===== src/hdl/i2c_master_transaction_sequencer_unit_defines.svh =====
// Assertion macros shared by the sequencer RTL.
// Expects clk and rst in scope at the point of use; no other dependencies.
`ifndef I2C_MASTER_TRANSACTION_SEQUENCER_UNIT_DEFINES_SVH
`define I2C_MASTER_TRANSACTION_SEQUENCER_UNIT_DEFINES_SVH

`ifndef NO_ASSERTIONS
`define I2CMS_ASSERT_IMPLIES(label, ante, cons) \
  label: assert property (@(posedge clk) disable iff (rst) (ante) |-> (cons)) \
    else $error("sequencer assertion failed");
`define I2CMS_ASSERT_NEXT(label, ante, cons) \
  label: assert property (@(posedge clk) disable iff (rst) (ante) |=> (cons)) \
    else $error("sequencer assertion failed");
`else
`define I2CMS_ASSERT_IMPLIES(label, ante, cons)
`define I2CMS_ASSERT_NEXT(label, ante, cons)
`endif

`endif


===== src/hdl/i2cms_pkg.sv =====
// Package for the I2C master transaction sequencer: word types, codes, depths.
// No dependencies.
package i2cms_pkg;

  localparam int WRITE_DEPTH = 32;
  localparam int READ_DEPTH  = 32;
  localparam int STORE_AW    = (WRITE_DEPTH > 1) ? $clog2(WRITE_DEPTH) : 1;

  localparam logic [2:0] FN_LOAD       = 3'd0;
  localparam logic [2:0] FN_WRITE      = 3'd1;
  localparam logic [2:0] FN_READ       = 3'd2;
  localparam logic [2:0] FN_WRITE_READ = 3'd3;
  localparam logic [2:0] FN_CLEAR      = 3'd4;
  localparam logic [2:0] FN_EVENT      = 3'd5;

  localparam logic [1:0] ST_IDLE = 2'd0;
  localparam logic [1:0] ST_BUSY = 2'd1;
  localparam logic [1:0] ST_DONE = 2'd2;
  localparam logic [1:0] ST_ERR  = 2'd3;

  localparam int EV_STOP   = 0;
  localparam int EV_RX     = 1;
  localparam int EV_TX     = 2;
  localparam int EV_NACK   = 3;
  localparam int EV_ACCESS = 4;

  typedef struct packed {
    logic [2:0] func;
    logic [6:0] slave_address;
    logic [5:0] write_count;
    logic [5:0] read_count;
    logic [4:0] buffer_index;
    logic [7:0] byte_value;
    logic [4:0] event_flags;
    logic       bus_busy;
    logic       stop_pending;
  } in_word_t;

  typedef struct packed {
    logic       accepted;
    logic [1:0] status;
    logic       tx_valid;
    logic [7:0] tx_byte;
    logic       rx_valid;
    logic [7:0] rx_byte;
    logic [4:0] rx_index;
    logic       cmd_start;
    logic       cmd_stop;
    logic       transmit_mode;
    logic [5:0] byte_count;
    logic [6:0] target_address;
  } out_word_t;

endpackage


===== src/hdl/i2cms_in_if.sv =====
// Command channel: valid/ready handshake carrying one input word.
// Depends on i2cms_pkg.
interface i2cms_in_if;
  logic                valid;
  logic                ready;
  i2cms_pkg::in_word_t word;

  modport source (output valid, output word, input ready);
  modport sink (input valid, input word, output ready);
endinterface


===== src/hdl/i2cms_out_if.sv =====
// Result channel: valid/ready handshake carrying one result word.
// Depends on i2cms_pkg.
interface i2cms_out_if;
  logic                 valid;
  logic                 ready;
  i2cms_pkg::out_word_t word;

  modport source (output valid, output word, input ready);
  modport sink (input valid, input word, output ready);
endinterface


===== src/hdl/i2c_master_transaction_sequencer_unit.sv =====
// I2C master transaction sequencer, top level: command and result channels.
// Depends on i2cms_pkg, i2cms_in_if, i2cms_out_if, i2cms_seq and the defines header.
//
// Usage: each command word (load byte, start write/read/write-read, clear,
// controller event) on the command channel yields exactly one result word on
// the result channel, in order. A command is taken into an input register,
// evaluated combinationally against the transfer state, and lands in the result
// register; each word passes through the input register, then the result register.
// Throughput is one word per cycle: the input register and the result register
// both advance in the same cycle whenever the result register is empty or its
// word is being taken, and the transfer state is updated at that same edge.
// When the receiver stalls, the result word holds, the input register holds
// one further word, and command ready drops until the result is taken.
// Synchronous reset empties both registers and returns the transfer state to
// idle with zero counts, positions and address; the write byte store keeps its
// contents and must be loaded before it is sent.
`include "i2c_master_transaction_sequencer_unit_defines.svh"

module i2c_master_transaction_sequencer_unit (
  input logic         clk,
  input logic         rst,
  i2cms_in_if.sink    command,
  i2cms_out_if.source result
);

  logic                 held_valid;
  i2cms_pkg::in_word_t  held;
  logic                 result_valid;
  i2cms_pkg::out_word_t result_word;
  i2cms_pkg::out_word_t result_next;
  logic                 advance;

  assign advance       = held_valid && (!result_valid || result.ready);
  assign command.ready = !held_valid || advance;
  assign result.valid  = result_valid;
  assign result.word   = result_word;

  i2cms_seq seq (
    .clk  (clk),
    .rst  (rst),
    .step (advance),
    .cmd  (held),
    .res  (result_next)
  );

  always_ff @(posedge clk) begin
    if (rst) begin
      held_valid <= 1'b0;
    end else if (command.ready) begin
      held_valid <= command.valid;
    end
  end

  always_ff @(posedge clk) begin
    if (command.valid && command.ready) begin
      held <= command.word;
    end
  end

  always_ff @(posedge clk) begin
    if (rst) begin
      result_valid <= 1'b0;
    end else if (advance) begin
      result_valid <= 1'b1;
    end else if (result.ready) begin
      result_valid <= 1'b0;
    end
  end

  always_ff @(posedge clk) begin
    if (advance) begin
      result_word <= result_next;
    end
  end

  `I2CMS_ASSERT_IMPLIES(a_start_has_count, result_valid && result_word.cmd_start,
                        result_word.byte_count != 6'd0)
  `I2CMS_ASSERT_IMPLIES(a_one_byte_dir, result_valid,
                        !(result_word.rx_valid && result_word.tx_valid))
  `I2CMS_ASSERT_IMPLIES(a_accept_no_data, result_valid && result_word.accepted,
                        !result_word.rx_valid && !result_word.tx_valid)
  `I2CMS_ASSERT_NEXT(a_held_kept, held_valid && !advance, held_valid && $stable(held))

endmodule


===== src/hdl/i2cms_seq.sv =====
// Transfer state, write byte store and next-state/result logic of the sequencer.
// Depends on i2cms_pkg.
module i2cms_seq (
  input  logic                 clk,
  input  logic                 rst,
  input  logic                 step,
  input  i2cms_pkg::in_word_t  cmd,
  output i2cms_pkg::out_word_t res
);

  logic [1:0] status;
  logic       direction;
  logic [5:0] active_count;
  logic [5:0] write_position;
  logic [5:0] read_position;
  logic [5:0] deferred_count;
  logic       armed;
  logic [6:0] address;
  logic [7:0] store [i2cms_pkg::WRITE_DEPTH];

  logic [1:0] status_next;
  logic       direction_next;
  logic [5:0] active_count_next;
  logic [5:0] write_position_next;
  logic [5:0] read_position_next;
  logic [5:0] deferred_count_next;
  logic       armed_next;
  logic [6:0] address_next;

  logic can_start;
  logic write_ok;
  logic read_ok;
  logic load_ok;
  logic nack;

  assign can_start = (status != i2cms_pkg::ST_BUSY) && !cmd.bus_busy && !cmd.stop_pending;
  assign write_ok  = (cmd.write_count != 6'd0) &&
                     (32'(cmd.write_count) <= 32'(i2cms_pkg::WRITE_DEPTH));
  assign read_ok   = (cmd.read_count != 6'd0) &&
                     (32'(cmd.read_count) <= 32'(i2cms_pkg::READ_DEPTH));
  assign load_ok   = (cmd.func == i2cms_pkg::FN_LOAD) &&
                     (32'(cmd.buffer_index) < 32'(i2cms_pkg::WRITE_DEPTH));
  assign nack      = cmd.event_flags[i2cms_pkg::EV_NACK];

  always_comb begin
    status_next         = status;
    direction_next      = direction;
    active_count_next   = active_count;
    write_position_next = write_position;
    read_position_next  = read_position;
    deferred_count_next = deferred_count;
    armed_next          = armed;
    address_next        = address;
    res                 = '0;

    unique case (cmd.func)
      i2cms_pkg::FN_LOAD: begin
      end
      i2cms_pkg::FN_WRITE: begin
        if (can_start && write_ok) begin
          res.accepted        = 1'b1;
          status_next         = i2cms_pkg::ST_BUSY;
          direction_next      = 1'b1;
          address_next        = cmd.slave_address;
          write_position_next = 6'd0;
          active_count_next   = cmd.write_count;
          armed_next          = 1'b0;
          res.cmd_start       = 1'b1;
          res.cmd_stop        = 1'b1;
          res.byte_count      = cmd.write_count;
        end
      end
      i2cms_pkg::FN_READ: begin
        if (can_start && read_ok) begin
          res.accepted       = 1'b1;
          status_next        = i2cms_pkg::ST_BUSY;
          direction_next     = 1'b0;
          address_next       = cmd.slave_address;
          read_position_next = 6'd0;
          active_count_next  = cmd.read_count;
          armed_next         = 1'b0;
          res.cmd_start      = 1'b1;
          res.cmd_stop       = 1'b1;
          res.byte_count     = cmd.read_count;
        end
      end
      i2cms_pkg::FN_WRITE_READ: begin
        if (can_start && write_ok && read_ok) begin
          res.accepted        = 1'b1;
          status_next         = i2cms_pkg::ST_BUSY;
          direction_next      = 1'b1;
          address_next        = cmd.slave_address;
          write_position_next = 6'd0;
          read_position_next  = 6'd0;
          active_count_next   = cmd.write_count;
          deferred_count_next = cmd.read_count;
          armed_next          = 1'b1;
          res.cmd_start       = 1'b1;
          res.byte_count      = cmd.write_count;
        end
      end
      i2cms_pkg::FN_CLEAR: begin
        if (status != i2cms_pkg::ST_BUSY) begin
          status_next  = i2cms_pkg::ST_IDLE;
          res.accepted = 1'b1;
        end
      end
      i2cms_pkg::FN_EVENT: begin
        if (cmd.event_flags[i2cms_pkg::EV_STOP]) begin
          if (status == i2cms_pkg::ST_BUSY) begin
            status_next = i2cms_pkg::ST_DONE;
          end
        end else if (!direction && cmd.event_flags[i2cms_pkg::EV_RX] &&
                     (read_position < active_count)) begin
          res.rx_valid       = 1'b1;
          res.rx_byte        = cmd.byte_value;
          res.rx_index       = read_position[4:0];
          read_position_next = read_position + 6'd1;
        end else if (direction && cmd.event_flags[i2cms_pkg::EV_TX] &&
                     (write_position < active_count)) begin
          res.tx_valid = 1'b1;
          if (32'(write_position) < 32'(i2cms_pkg::WRITE_DEPTH)) begin
            res.tx_byte = store[i2cms_pkg::STORE_AW'(write_position)];
          end
          write_position_next = write_position + 6'd1;
        end else if (nack) begin
          res.cmd_stop = 1'b1;
          status_next  = i2cms_pkg::ST_ERR;
        end
        if (cmd.event_flags[i2cms_pkg::EV_ACCESS] && !nack && armed) begin
          armed_next        = 1'b0;
          direction_next    = 1'b0;
          active_count_next = deferred_count;
          res.cmd_start     = 1'b1;
          res.cmd_stop      = 1'b1;
          res.byte_count    = deferred_count;
        end
      end
      default: begin
      end
    endcase

    res.status         = cmd.stop_pending ? i2cms_pkg::ST_BUSY : status_next;
    res.transmit_mode  = direction_next;
    res.target_address = address_next;
  end

  always_ff @(posedge clk) begin
    if (rst) begin
      status         <= i2cms_pkg::ST_IDLE;
      direction      <= 1'b0;
      active_count   <= 6'd0;
      write_position <= 6'd0;
      read_position  <= 6'd0;
      deferred_count <= 6'd0;
      armed          <= 1'b0;
      address        <= 7'd0;
    end else if (step) begin
      status         <= status_next;
      direction      <= direction_next;
      active_count   <= active_count_next;
      write_position <= write_position_next;
      read_position  <= read_position_next;
      deferred_count <= deferred_count_next;
      armed          <= armed_next;
      address        <= address_next;
    end
  end

  always_ff @(posedge clk) begin
    if (step && load_ok) begin
      store[i2cms_pkg::STORE_AW'(cmd.buffer_index)] <= cmd.byte_value;
    end
  end

endmodule

===== src/flat_wrapper.sv =====
// flat-port wrapper written by rule: the top's interface ports become plain ports
module i2c_master_transaction_sequencer_unit_flat 
  (clk, rst, command_valid, command_word, command_ready, result_valid, result_word, result_ready);
  i2cms_in_if command_i ();
  i2cms_out_if result_i ();
  input logic clk;
  input logic rst;
  input wire logic [$bits(command_i.valid)-1:0] command_valid;
  input wire logic [$bits(command_i.word)-1:0] command_word;
  output wire logic [$bits(command_i.ready)-1:0] command_ready;
  output wire logic [$bits(result_i.valid)-1:0] result_valid;
  output wire logic [$bits(result_i.word)-1:0] result_word;
  input wire logic [$bits(result_i.ready)-1:0] result_ready;
  assign command_i.valid = command_valid;
  assign command_i.word = command_word;
  assign command_ready = command_i.ready;
  assign result_valid = result_i.valid;
  assign result_word = result_i.word;
  assign result_i.ready = result_ready;
  i2c_master_transaction_sequencer_unit u_core (.clk(clk), .rst(rst), .command(command_i), .result(result_i));
endmodule

===== config.mk =====
export PLATFORM = sky130hd
export DESIGN_NAME = i2c_master_transaction_sequencer_unit_flat
export DESIGN_NICKNAME = d
export VERILOG_FILES = /design/src/hdl/i2cms_pkg.sv /design/src/hdl/i2cms_in_if.sv /design/src/hdl/i2cms_out_if.sv /design/src/hdl/i2c_master_transaction_sequencer_unit.sv /design/src/hdl/i2cms_seq.sv /design/src/flat_wrapper.sv
export VERILOG_INCLUDE_DIRS = /design/src /design/src/hdl
export SDC_FILE = /design/constraint.sdc
export NUM_CORES = 1
export LEC_CHECK = 0
export BUFFER_PORTS_ARGS = -buffer_cell sky130_fd_sc_hd__buf_2
export CAP_MARGIN = 25
export CORE_MARGIN = 2
export CORE_UTILIZATION = 62
export CTS_BUF_LIST = sky130_fd_sc_hd__clkbuf_8
export DETAILED_ROUTE_END_ITERATION = 12
export GPL_TIMING_DRIVEN = 0
export PLACE_DENSITY = 0.85
export SLEW_MARGIN = 20
export SYNTH_ARGS = -nofsm -noshare
export SYNTH_HDL_FRONTEND = slang
export SYNTH_SLANG_ARGS = --single-unit

===== constraint.sdc =====
create_clock -name clk -period 5.9 [get_ports clk]
set_input_delay 0.295 -clock clk [delete_from_list [all_inputs] [get_ports clk]]
set_output_delay 0.295 -clock clk [all_outputs]
set_load 0.01 [all_outputs]

==> flow_metrics.env <==
export IMPL_ant_nets=0
export IMPL_slowest_stage="nor4_2"
export IMPL_dieHeight_um=161
export IMPL_first_global_vias=9095
export IMPL_yosys_area_top_type_share_pct=67.1
export IMPL_ys_seq_area_share_pct=72.6
export IMPL_synth_top_flop_cell="edfxtp_1"
export IMPL_synth_nets=911
export IMPL_rows=57
export IMPL_critPathMaxStageDelay_ps=840
export IMPL_drcViolationCount=0
export IMPL_worstSetupPathType="flip-flop to flip-flop"
export IMPL_hold_ws_ps=66.7
export IMPL_clk_pin_slew_ps=70
export IMPL_cts_root_buffer="clkbuf_8"
export IMPL_post_synth_inst_count=853
export IMPL_port_buffers=89
export IMPL_netlist_area_um2=15200
export IMPL_nNetsFinal=1114
export IMPL_grt_max_degree=50
export IMPL_required_ps=6120
export IMPL_arrival_ps=3710
export IMPL_drive_above_1_share_pct=24.9
export IMPL_yosysWarnings=0
export IMPL_cp_start_kind="flip-flop"
export IMPL_synth_edff_count=340
export IMPL_yosys_area_top_type="edfxtp_1"
export IMPL_start_util_pct=63.0
export IMPL_rsz0062_at_grt="no"
export IMPL_cts_num_sinks=382
export IMPL_hpwl_mm=21.7
export IMPL_io_pins=90
export IMPL_end_kind="flip-flop"
export IMPL_maxCapViolations=0
export IMPL_ir_worst_vdd_mv=0.205
export IMPL_hp_class="input port to flip-flop"
export IMPL_overflow=0
export IMPL_async_flop_share_pct=0
export IMPL_antenna_found_initial=2
export IMPL_synth_most_common_cell="edfxtp_1"
export IMPL_rrSetupSlack_ps=2410
export IMPL_setup_violations=0
export IMPL_power_density_nw_per_um2=292
export IMPL_path_buf_inv=2
export IMPL_leakage_uw=0.00599
export IMPL_syn_to_final_growth_pct=16.8
export IMPL_wl_mm=34.4
export IMPL_gp_congestion=0.920
export IMPL_first_iter_violations=1087
export IMPL_post_drt_wl_per_cell_um=24.2
export IMPL_finalHoldViolCount=0
export IMPL_period_share_pct=59.2
export IMPL_cp_common_cell="clkbuf_1"
export IMPL_crit_family="simple AND/OR/NAND/NOR gates"
export IMPL_fmax_mhz=286
export IMPL_yosys_top_cells_count="edfxtp_1, mux4_2, nor2_1, dfxtp_1, a21oi_1"
export IMPL_vias_per_cell=6.33
export IMPL_final_setup_worst_slack_ps=2410
export IMPL_drtPass1Iterations=8
export IMPL_relSlewSlack_pct=35.8
export IMPL_worst_slew_pin_slew_ps=955
export IMPL_fin_worst_skew_ps=20.1
export IMPL_core_area_um2=24200
export IMPL_worstPathMaxFanout=10
export IMPL_clock_latency_ps=610
export IMPL_die_w_um=161
export IMPL_setup_tns_final_ps=0
export IMPL_dieArea_um2=25800
export IMPL_cts_tree="done"
export IMPL_finalMaxSlewViolations=0
export IMPL_min_period_ps=3490
export IMPL_track_usage_pct=27.4
export IMPL_synth_area_leaders="edfxtp_1, mux4_2, dfxtp_1"
export IMPL_grt_pass1_wl_mm=52.8
export IMPL_cts_resized=0
export IMPL_synth_cell_type_count=61
export IMPL_post_place_ws_ps=2540
export IMPL_htreeDepth=2
export IMPL_crit_chain="clkbuf_1 -> clkbuf_1 -> nor4_2 -> nor2b_1 -> nand3b_1 -> nor2_1"
export IMPL_status="complete, no violations"
export IMPL_syn_avg_cell_area_um2=17.8
export IMPL_vias=8996
export IMPL_cts_buffers=58
export IMPL_ys_ff_latch=382
export IMPL_cts_buffer_depth=3
-- layout make-up --
type / count / area [um^2]
Antenna cell: 1 / 2.50
Buffer: 41 / 175
Clock buffer: 63 / 867
Clock inverter: 37 / 180
Fill cell: 1370 / 6390
Inverter: 34 / 128
Multi-Input combinational cell: 396 / 3870
Sequential cell: 382 / 11100
Tap cell: 324 / 405
Timing Repair Buffer: 143 / 1100
-- report_power, final --
| part | switching [uW] | leakage [uW] | internal [uW] |
|---|---|---|---|
| Sequential | 36.5 | 0.00345 | 2980 |
| Combinational | 110 | 0.00190 | 77.3 |
| Clock | 966 | 0.000635 | 1020 |
-- per-stage QoR --
step / std cells / util, % / instance area [um^2] / total power [uW]
final: 1421 / 73.5 / 17800 / 5180
after global routing: 1421 / 73.5 / 17800 / 5330
after CTS: 1414 / 73.0 / 17700 / 5180
after detailed placement: 1270 / 66.9 / 16200 / 3220
after global placement: 1266 / 66.5 / 16100 / 3200
after floorplan: 853 / - / 15200 / 3140
-- state kept, by name, indices dropped and copies added, names as in the netlist, 2 cells and up, named ones only --
register / flops
u_core.held: 42
u_core.result.word: 42
u_core.seq.active_count: 6
u_core.seq.address: 7
u_core.seq.deferred_count: 6
u_core.seq.read_position: 6
u_core.seq.status: 2
u_core.seq.store: 256
u_core.seq.write_position: 6
-- routing by layer --
| layer | GRT usage, % | part of all wire [%] | wire (um) |
|---|---|---|---|
| met4 | 9.75 | 3.3 | 1120 |
| met3 | 5.01 | 9.7 | 3320 |
| met1 | 37.6 | 38 | 12900 |
| met5 | 0 | 0.038 | 13 |
| met2 | 45.1 | 49 | 17000 |
-- layout by cell type, fill, tap and decap left out, types with 5 or more instances in the layout --
| master | Yosys | routed |
|---|---|---|
| a22oi_1 | 12 | 12 |
| or3_1 | 7 | 7 |
| inv_1 | 25 | 52 |
| dlygate4sd3_1 | 0 | 44 |
| nand2_1 | 20 | 20 |
| dfxtp_1 | 42 | 42 |
| buf_16 | 0 | 5 |
| a222oi_1 | 6 | 6 |
| ha_1 | 12 | 12 |
| nand4_1 | 7 | 7 |
| mux2_1 | 7 | 7 |
| mux4_2 | 80 | 80 |
| buf_2 | 11 | 100 |
| and2_1 | 15 | 14 |
| nor2_1 | 62 | 62 |
| buf_1 | 11 | 11 |
| clkinv_1 | 8 | 12 |
| o31ai_1 | 14 | 14 |
| clkbuf_8 | 0 | 63 |
| nand2b_1 | 6 | 6 |
| edfxtp_1 | 340 | 340 |
| nand3_1 | 8 | 8 |
| nor2b_1 | 5 | 5 |
| clkbuf_1 | 18 | 18 |
| a21oi_1 | 28 | 28 |
| o21ai_0 | 10 | 10 |
| mux2i_1 | 14 | 14 |
| or4_1 | 16 | 16 |
| o22ai_1 | 14 | 14 |
-- worst register-to-register path: stages (launching register included) --
cell and delay, ps:
edfxtp_1 360, clkbuf_1 210, clkbuf_1 290, nor4_2 840
nor2b_1 400, nand3b_1 220, nor2_1 770
-- kinds of logic after synthesis --
| kind of cell | synth area share, % |
|---|---|
| buffers and inverters | 1.99 |
| DFF | 72.6 |
| AOI/OAI and AO/OA | 5.12 |
| and+or+nand+nor | 6.02 |
| muxes | 13.3 |
| adders and majority gates | 0.986 |
-- path summary, 6_finish.rpt --
kind	endpoint	depth (start not counted)	from
worst max-delay path	u_core.seq.store[16][1]	6	u_core.held[41]
worst min-delay path	u_core.seq.active_count[2]	3	rst
worst min register to register	u_core.seq.address[4]	2	u_core.seq.address[4]
worst max register to register	u_core.seq.store[16][1]	6	u_core.held[41]
-- timing repair --
item                      in CTS  in global routing
setup buffers                  0                  0
hold buffers                  44                  0
hold endpoints to repair      44                  0
Power figures use the tool's default switching activity.
